===== src/hw/rtl/bdda_pkg.sv =====
`timescale 1ns / 1ps

package bdda_pkg;

    localparam int DAY_COUNT_BITS_DEF = 12;

    localparam int DAY_W   = 5;
    localparam int MONTH_W = 4;
    localparam int YEAR_W  = 14;
    localparam int WDAY_W  = 3;
    localparam int CNT_W   = 12;

    localparam logic [YEAR_W-1:0]  MAX_YEAR    = 14'd9999;
    localparam logic [MONTH_W-1:0] MONTH_FEB   = 4'd2;
    localparam logic [MONTH_W-1:0] MONTH_MAR   = 4'd3;
    localparam logic [MONTH_W-1:0] MONTH_DEC   = 4'd12;
    localparam logic [WDAY_W-1:0]  WD_SUNDAY   = 3'd0;
    localparam logic [WDAY_W-1:0]  WD_FRIDAY   = 3'd5;
    localparam logic [WDAY_W-1:0]  WD_SATURDAY = 3'd6;

    typedef struct packed {
        logic [DAY_W-1:0]   day;
        logic [MONTH_W-1:0] month;
        logic [YEAR_W-1:0]  year;
    } date_t;

    // year within its century and century mod 4, enough for the leap rule
    typedef struct packed {
        logic [6:0] yc;
        logic [1:0] cmod4;
    } yphase_t;

    typedef struct packed {
        date_t             date;
        yphase_t           phase;
        logic [WDAY_W-1:0] weekday;
    } cal_t;

    typedef struct packed {
        logic              done;
        logic [WDAY_W-1:0] weekday;
        yphase_t           phase;
    } wd_status_t;

    typedef enum logic [2:0] {
        ST_IDLE,
        ST_WDAY,
        ST_SKIP_IN,
        ST_COUNT,
        ST_SKIP_OUT,
        ST_FINISH
    } state_t;

    function automatic logic is_leap(input yphase_t p);
        logic leap;
        if (p.yc == 7'd0) begin
            leap = (p.cmod4 == 2'd0);
        end else begin
            leap = (p.yc[1:0] == 2'd0);
        end
        return leap;
    endfunction

    function automatic logic [DAY_W-1:0] days_in_month(input logic [MONTH_W-1:0] m,
                                                       input logic leap);
        logic [DAY_W-1:0] n;
        unique case (m)
            4'd1, 4'd3, 4'd5, 4'd7, 4'd8, 4'd10, 4'd12: n = 5'd31;
            4'd4, 4'd6, 4'd9, 4'd11:                     n = 5'd30;
            4'd2:                                        n = leap ? 5'd29 : 5'd28;
            default:                                     n = 5'd0;
        endcase
        return n;
    endfunction

    // floor(31 * mm / 12) for the shifted month number mm
    function automatic logic [DAY_W-1:0] month_offset(input logic [MONTH_W-1:0] mm);
        logic [DAY_W-1:0] o;
        unique case (mm)
            4'd1:    o = 5'd2;
            4'd2:    o = 5'd5;
            4'd3:    o = 5'd7;
            4'd4:    o = 5'd10;
            4'd5:    o = 5'd12;
            4'd6:    o = 5'd15;
            4'd7:    o = 5'd18;
            4'd8:    o = 5'd20;
            4'd9:    o = 5'd23;
            4'd10:   o = 5'd25;
            4'd11:   o = 5'd28;
            4'd12:   o = 5'd31;
            default: o = 5'd0;
        endcase
        return o;
    endfunction

    function automatic logic is_weekend(input logic [WDAY_W-1:0] wd);
        return (wd == WD_FRIDAY) || (wd == WD_SATURDAY);
    endfunction

endpackage


===== src/hw/rtl/business_day_date_adder_unit.sv =====
`timescale 1ns / 1ps

// Business-day date adder. Friday and Saturday are weekend days.
// Input channel s_*: a start date and a count of business days, one transaction
// per item; s_ready is high only while the unit is idle.
// Result channel m_*: return date, its weekday (0 is Sunday) and an error flag.
// An invalid start date, or stepping past 31 December 9999, returns the start
// date unchanged with weekday 0 and error set.
// After acceptance the start weekday is computed in the shared constant
// multiplier; the day-step unit then steps the calendar a day at a time, with a
// check at the end of each of the three phases, and the output register is
// loaded last. The count is capped by DAY_COUNT_BITS. One item is in flight at a
// time; the next transaction is taken at the edge after m_valid rises.
// The output register holds a result until m_ready; the next transaction can be
// taken while it waits, but a finished item waits for the register to free.
// Reset (aresetn low, synchronous) drops m_valid and returns the unit to idle.
module business_day_date_adder_unit #(
    parameter int DAY_COUNT_BITS = bdda_pkg::DAY_COUNT_BITS_DEF
) (
    input  logic                           aclk,
    input  logic                           aresetn,
    input  logic                           s_valid,
    output logic                           s_ready,
    input  logic [bdda_pkg::DAY_W-1:0]     s_start_day,
    input  logic [bdda_pkg::MONTH_W-1:0]   s_start_month,
    input  logic [bdda_pkg::YEAR_W-1:0]    s_start_year,
    input  logic [bdda_pkg::CNT_W-1:0]     s_business_days,
    output logic                           m_valid,
    input  logic                           m_ready,
    output logic [bdda_pkg::DAY_W-1:0]     m_return_day,
    output logic [bdda_pkg::MONTH_W-1:0]   m_return_month,
    output logic [bdda_pkg::YEAR_W-1:0]    m_return_year,
    output logic [bdda_pkg::WDAY_W-1:0]    m_return_weekday,
    output logic                           m_error
);
    import bdda_pkg::*;

    state_t                    state_reg, state_next;
    date_t                     start_reg;
    cal_t                      cal_reg, cal_next;
    logic [DAY_COUNT_BITS-1:0] remain_reg, remain_next;
    logic                      err_reg, err_next;
    logic                      m_valid_reg, m_valid_next;
    date_t                     out_date_reg;
    logic [WDAY_W-1:0]         out_wd_reg;
    logic                      out_err_reg;

    logic       accept;
    date_t      in_date;
    wd_status_t wd_status;
    cal_t       step_cal;
    logic       step_ovf;
    logic       weekend;
    logic       date_ok;
    logic       out_free;
    logic       stepping;

    assign accept        = s_valid && s_ready;
    assign in_date.day   = s_start_day;
    assign in_date.month = s_start_month;
    assign in_date.year  = s_start_year;

    bdda_weekday u_weekday (
        .aclk    (aclk),
        .aresetn (aresetn),
        .start   (accept),
        .date    (in_date),
        .status  (wd_status)
    );

    bdda_day_step u_step (
        .cur      (cal_reg),
        .nxt      (step_cal),
        .overflow (step_ovf)
    );

    assign weekend  = is_weekend(cal_reg.weekday);
    assign out_free = !m_valid_reg || m_ready;
    assign date_ok  = (start_reg.month != 4'd0) && (start_reg.month <= MONTH_DEC)
                   && (start_reg.year != 14'd0) && (start_reg.year <= MAX_YEAR)
                   && (start_reg.day != 5'd0)
                   && (start_reg.day <= days_in_month(start_reg.month,
                                                      is_leap(wd_status.phase)));

    // a day step is wanted in this cycle
    assign stepping = ((state_reg == ST_SKIP_IN) && weekend)
                   || ((state_reg == ST_COUNT) && (remain_reg != '0))
                   || ((state_reg == ST_SKIP_OUT) && weekend);

    always_comb begin
        state_next = state_reg;
        unique case (state_reg)
            ST_IDLE:     if (s_valid) state_next = ST_WDAY;
            ST_WDAY:     if (wd_status.done) state_next = date_ok ? ST_SKIP_IN : ST_FINISH;
            ST_SKIP_IN: begin
                if (!weekend) state_next = ST_COUNT;
                else if (step_ovf) state_next = ST_FINISH;
            end
            ST_COUNT: begin
                if (remain_reg == '0) state_next = ST_SKIP_OUT;
                else if (step_ovf) state_next = ST_FINISH;
            end
            ST_SKIP_OUT: if (!weekend || step_ovf) state_next = ST_FINISH;
            ST_FINISH:   if (out_free) state_next = ST_IDLE;
            default:     state_next = ST_IDLE;
        endcase
    end

    always_comb begin
        cal_next     = cal_reg;
        remain_next  = remain_reg;
        err_next     = err_reg;
        m_valid_next = m_valid_reg;
        if (accept) begin
            err_next    = 1'b0;
            remain_next = DAY_COUNT_BITS'(s_business_days);
        end
        if ((state_reg == ST_WDAY) && wd_status.done) begin
            cal_next.date    = start_reg;
            cal_next.phase   = wd_status.phase;
            cal_next.weekday = wd_status.weekday;
            err_next         = !date_ok;
        end
        if (stepping) begin
            if (step_ovf) begin
                err_next = 1'b1;
            end else begin
                cal_next = step_cal;
                if ((state_reg == ST_COUNT) && !weekend) begin
                    remain_next = remain_reg - DAY_COUNT_BITS'(1);
                end
            end
        end
        if (m_ready) begin
            m_valid_next = 1'b0;
        end
        if ((state_reg == ST_FINISH) && out_free) begin
            m_valid_next = 1'b1;
        end
    end

    always_ff @(posedge aclk) begin
        if (!aresetn) begin
            state_reg   <= ST_IDLE;
            m_valid_reg <= 1'b0;
        end else begin
            state_reg   <= state_next;
            m_valid_reg <= m_valid_next;
        end
    end

    always_ff @(posedge aclk) begin
        if (accept) begin
            start_reg <= in_date;
        end
        cal_reg    <= cal_next;
        remain_reg <= remain_next;
        err_reg    <= err_next;
        if ((state_reg == ST_FINISH) && out_free) begin
            out_err_reg <= err_reg;
            if (err_reg) begin
                out_date_reg <= start_reg;
                out_wd_reg   <= WD_SUNDAY;
            end else begin
                out_date_reg <= cal_reg.date;
                out_wd_reg   <= cal_reg.weekday;
            end
        end
    end

    assign s_ready          = (state_reg == ST_IDLE);
    assign m_valid          = m_valid_reg;
    assign m_return_day     = out_date_reg.day;
    assign m_return_month   = out_date_reg.month;
    assign m_return_year    = out_date_reg.year;
    assign m_return_weekday = out_wd_reg;
    assign m_error          = out_err_reg;

endmodule


===== src/hw/rtl/bdda_weekday.sv =====
`timescale 1ns / 1ps

module bdda_weekday (
    input  logic                aclk,
    input  logic                aresetn,
    input  logic                start,
    input  bdda_pkg::date_t     date,
    output bdda_pkg::wd_status_t status
);
    import bdda_pkg::*;

    localparam logic [14:0] RECIP_100 = 15'd5243;   // 2^19 / 100, rounded up
    localparam logic [14:0] RECIP_7   = 15'd18725;  // 2^17 / 7, rounded up
    localparam logic [2:0]  LAST_STEP = 3'd5;

    logic [2:0]         step_reg, step_next;
    logic               done_reg, done_next;
    logic [DAY_W-1:0]   day_reg;
    logic [YEAR_W-1:0]  y_reg;
    logic [YEAR_W-1:0]  yy_reg;
    logic [MONTH_W-1:0] mm_reg;
    logic [7:0]         cy_reg;
    logic [7:0]         cyy_reg;
    logic [6:0]         yc_reg;
    logic [14:0]        sum_reg;
    logic [11:0]        q7_reg;
    logic [WDAY_W-1:0]  wd_reg;

    logic [14:0] mul_a;
    logic [14:0] mul_k;
    logic [29:0] prod;
    logic [14:0] cy_x100;
    logic [14:0] q7_x7;
    logic [14:0] sum_next;
    logic        early;

    // one shared constant multiplier serves both divisions by 100 and the mod 7
    always_comb begin
        mul_a = {1'b0, y_reg};
        mul_k = RECIP_100;
        unique case (step_reg)
            3'd2:    mul_a = {1'b0, yy_reg};
            3'd4: begin
                mul_a = sum_reg;
                mul_k = RECIP_7;
            end
            default: mul_a = {1'b0, y_reg};
        endcase
    end

    assign prod    = mul_a * mul_k;
    assign cy_x100 = {7'd0, cy_reg} * 15'd100;
    assign q7_x7   = {3'd0, q7_reg} * 15'd7;
    assign early   = (date.month < MONTH_MAR);

    assign sum_next = {10'd0, day_reg} + {1'b0, yy_reg} + {3'd0, yy_reg[13:2]}
                    - {7'd0, cyy_reg} + {9'd0, cyy_reg[7:2]}
                    + {10'd0, month_offset(mm_reg)};

    always_comb begin
        step_next = step_reg;
        done_next = 1'b0;
        if (start) begin
            step_next = 3'd1;
        end else if (step_reg == LAST_STEP) begin
            step_next = 3'd0;
            done_next = 1'b1;
        end else if (step_reg != 3'd0) begin
            step_next = step_reg + 3'd1;
        end
    end

    always_ff @(posedge aclk) begin
        if (!aresetn) begin
            step_reg <= 3'd0;
            done_reg <= 1'b0;
        end else begin
            step_reg <= step_next;
            done_reg <= done_next;
        end
    end

    always_ff @(posedge aclk) begin
        if (start) begin
            day_reg <= date.day;
            y_reg   <= date.year;
            yy_reg  <= date.year - {13'd0, early};
            mm_reg  <= early ? (date.month + 4'd10) : (date.month - MONTH_FEB);
        end
        unique case (step_reg)
            3'd1: cy_reg  <= prod[26:19];
            3'd2: begin
                cyy_reg <= prod[26:19];
                yc_reg  <= 7'(y_reg - cy_x100[13:0]);
            end
            3'd3: sum_reg <= sum_next;
            3'd4: q7_reg  <= prod[28:17];
            3'd5: wd_reg  <= 3'(sum_reg - q7_x7);
            default: ;
        endcase
    end

    assign status.done        = done_reg;
    assign status.weekday     = wd_reg;
    assign status.phase.yc    = yc_reg;
    assign status.phase.cmod4 = cy_reg[1:0];

endmodule


===== src/hw/rtl/bdda_day_step.sv =====
`timescale 1ns / 1ps

module bdda_day_step (
    input  bdda_pkg::cal_t cur,
    output bdda_pkg::cal_t nxt,
    output logic           overflow
);
    import bdda_pkg::*;

    logic             month_end;
    logic [DAY_W-1:0] dim;

    assign dim       = days_in_month(cur.date.month, is_leap(cur.phase));
    assign month_end = (cur.date.day >= dim);
    assign overflow  = month_end && (cur.date.month == MONTH_DEC) && (cur.date.year >= MAX_YEAR);

    always_comb begin
        nxt         = cur;
        nxt.weekday = (cur.weekday == WD_SATURDAY) ? WD_SUNDAY : cur.weekday + 3'd1;
        if (!month_end) begin
            nxt.date.day = cur.date.day + 5'd1;
        end else if (cur.date.month != MONTH_DEC) begin
            nxt.date.day   = 5'd1;
            nxt.date.month = cur.date.month + 4'd1;
        end else begin
            nxt.date.day   = 5'd1;
            nxt.date.month = 4'd1;
            nxt.date.year  = cur.date.year + 14'd1;
            // year within century wraps into the next century
            if (cur.phase.yc == 7'd99) begin
                nxt.phase.yc    = 7'd0;
                nxt.phase.cmod4 = cur.phase.cmod4 + 2'd1;
            end else begin
                nxt.phase.yc = cur.phase.yc + 7'd1;
            end
        end
    end

endmodule


===== config.mk =====
export PLATFORM = sky130hd
export DESIGN_NAME = business_day_date_adder_unit
export DESIGN_NICKNAME = d
export VERILOG_FILES = /design/src/hw/rtl/bdda_pkg.sv /design/src/hw/rtl/business_day_date_adder_unit.sv /design/src/hw/rtl/bdda_weekday.sv /design/src/hw/rtl/bdda_day_step.sv
export SDC_FILE = /design/constraint.sdc
export NUM_CORES = 1
export LEC_CHECK = 0
export ABC_CLOCK_PERIOD_IN_PS = 21400
export BUFFER_PORTS_ARGS = -buffer_cell sky130_fd_sc_hd__clkbuf_2
export CORE_MARGIN = 3
export CORE_UTILIZATION = 66
export DETAILED_ROUTE_END_ITERATION = 8
export PLACE_DENSITY = 0.95
export SKIP_LAST_GASP = 1
export SYNTH_ARGS = -nofsm -noshare
export SYNTH_HDL_FRONTEND = slang
export SYNTH_HIERARCHICAL = 1
export SYNTH_SLANG_ARGS = --single-unit

===== constraint.sdc =====
create_clock -name aclk -period 21.4 [get_ports aclk]
set_clock_uncertainty 0.1 [all_clocks]
set_input_delay 0 -clock aclk [delete_from_list [all_inputs] [get_ports aclk]]
set_output_delay 0 -clock aclk [all_outputs]
set_load 0.02 [all_outputs]

==> reports/qor.csv <==
metric;value;unit
finalSetupTns;0;ns
worst_setup_path_end_kind;flip-flop;
pre_cts_slack;13.08;ns
dpl.hpwl;29570;microns
postSynthAreaPerCell;10.74;sq um
drive_gt1_share;14.93;%
multi_input_area;0.009671;sq mm
ys_ff_latch;189;
wl_per_cell;22.05;microns
syn-cell-area;0.01579;sq mm
drc;0;
ioPinCount;68;
clkTransAtPathRegs;0.08;ns
worstPathArrival;8.79;ns
cts_tree;built;
regArea;0.005065;sq mm
synth_fa_ha_area_share;29.63;%
grt_pass1_wl;67060;microns
fp.dieH;160.7;microns
drt_iter0_drc;1552;
cp_slowest_cell;nand2_1;
drt_first_pass_iters;6;
synthMuxAreaShare;8.470;%
synth.area.top_cells;edfxtp_1 (24%), fa_1 (16%), ha_1 (14%);
globalplace.congestion;0.9668;
drv_slew;0;
n_antenna_cell;0;
synth_top_family_by_area;adder cells;
grt_pass1_vias;12710;
r2r_setup_slack;12.77;ns
final_cell_mix;inv_1 (253), ha_1 (174), edfxtp_1 (128);
status;finished clean;
port_buffers;67;
reg2reg_to;u_weekday/cy_reg[3];
synthDistinctLibCells;84;
cap_viol_max_count;0;
routed-via-count;12170;
reg2reg_depth;27;
fin_crit;8.634;ns
max_freq;115.8;MHz
synth_area_leader_cell;edfxtp_1;
min_to;state_reg[2];
die_w;160.7;microns
final_common_cell;inv_1;
hp-start;s_valid;
max-clock-path-buffers;2;
r2r-start;u_weekday/step_reg[0];
drtAntennaViolNets;0;
viasPerCell;6.333;
grt_max_degree;54;
crit_path_max_incr_delay;0.56;ns
final_area;0.01746;sq mm
synth_async_sr_flop_share;0;%
setup_ws;12.77;ns
cts_sinks;189;
dieArea;0.02582;sq mm
grt-ovfl-total;0;
track_usage;33.31;%
placed_cell_area;0.01646;sq mm
finalCritPeriodShare;40.35;%
areaGrowthSynthToFinish;10.58;%
synth-edff-count;128;
yosys_warnings;6;
synth_compound_area_share;9.001;%
worst-path-buf-inv;7;
largest_reg_flops;35;
synth_xor_area_share;3.985;%
hold_class;in2reg;
critPathTopFamily;adder cells;
synth_cells;1470;
floorplan.initialDensity;68.50;%
slew_headroom;24.37;%
yosysSeqAreaShare;32.07;%
rsz0062_at_grt;false;
worstPathMaxFanout;42;
finalHoldViolCount;0;
antenna_found_initial;0;
fill_cells;1315;
hold_buffers;38;
wl;42360;microns
htreeDepth;4;
post_cts_buffers;0;
cp-start-kind;flip-flop;
netlist.area_leader.share;24.34;%
tightest_slew;1.132;ns
clockRootBuffer;clkbuf_16;
insertion_delay;0.46;ns
coreArea;0.02305;sq mm
criticalPathCategory;reg2reg;
synthSimpleGateAreaFrac;9.199;%
setup_viol;0;
whs_path_depth;5;
synth_ff_type;edfxtp_1;
nNetsFinal;1933;
placementRows;55;
cp.required;21.55;ns
cts_buffers;17;
cts_resized;0;
==> cell usage after synthesis (7+ instances only) <==
| cell type | number |
|---|---|
| and2_1 | 7 |
| xor2_1 | 25 |
| and3_1 | 12 |
| nor4_1 | 9 |
| a21oi_1 | 51 |
| fa_1 | 125 |
| xnor2_1 | 45 |
| mux2_2 | 96 |
| inv_1 | 253 |
| nand2_1 | 81 |
| clkbuf_1 | 23 |
| nor2b_1 | 10 |
| a31oi_1 | 10 |
| a21o_1 | 25 |
| nor2_1 | 70 |
| nand2b_1 | 7 |
| o21ai_0 | 34 |
| dfxtp_1 | 61 |
| nor3_1 | 25 |
| edfxtp_1 | 128 |
| mux2i_1 | 17 |
| ha_1 | 174 |
| nand4_1 | 11 |
| nand3_1 | 24 |
| a211oi_1 | 7 |
| o21a_1 | 12 |
==> tightest hold or removal path: stages <==
cell and delay [ns]:
clkbuf_2 0.10, o21ba_2 0.13, a311oi_1 0.06, o211ai_1 0.17, o311ai_0 0.12
==> cell families after synthesis <==
group                      after synthesis
adders and majority gates              299
buffers and inverters                  297
and+or+nand+nor                        293
AOI/OAI and AO/OA                      200
DFF                                    189
muxes                                  119
xor gates and xnor gates                71
other                                    2
==> worst max path at each step <==
stage	startpoint	end	slack, ns	cells past startpoint
5_1_grt	u_weekday/step_reg[0]	u_weekday/cyy_reg[3]	12.40	27
6_report	u_weekday/step_reg[0]	u_weekday/cy_reg[3]	12.77	27
2_1_floorplan	u_weekday/step_reg[0]	u_weekday/cyy_reg[7]	14.01	27
4_1_cts	u_weekday/step_reg[0]	u_weekday/cyy_reg[7]	13.01	27
3_5_place_dp	u_weekday/step_reg[0]	u_weekday/cyy_reg[7]	13.08	27
3_3_place_gp	u_weekday/step_reg[0]	u_weekday/cyy_reg[7]	13.43	27
==> metal layers <==
| layer | part of all wire (%) | GRT usage, % | vias up |
|---|---|---|---|
| li1 | - | - | 5205 |
| met1 | 36 | 39.70 | 5846 |
| met2 | 49 | 56.09 | 866 |
| met3 | 8.7 | 6.397 | 249 |
| met4 | 6.9 | 20.04 | 0 |
| met5 | 0 | 0 | - |
==> metrics by stage <==
stage          hold WS, ns  util [%]  std cells
2_1_floorplan    -0.001131         -       1508
3_3_place_gp        0.1021     71.40       1851
3_5_place_dp       0.09485     71.40       1851
4_1_cts            0.05195     75.74       1921
5_1_grt            0.09501     75.74       1921
6_report           0.08343     75.74       1921
==> cell type report <==
type | instances | share of cell area [%]
multi-input cells | 1022 | 55.38
flip-flops and latches | 189 | 29.01
inverters | 254 | 5.460
repair buffers | 111 | 4.357
clock buffers | 17 | 2.436
well taps | 313 | 2.243
clock inverters | 15 | 1.118
Power is not shown: default switching activity piles up to over one toggle a cycle in this logic, so the estimate is an artifact.
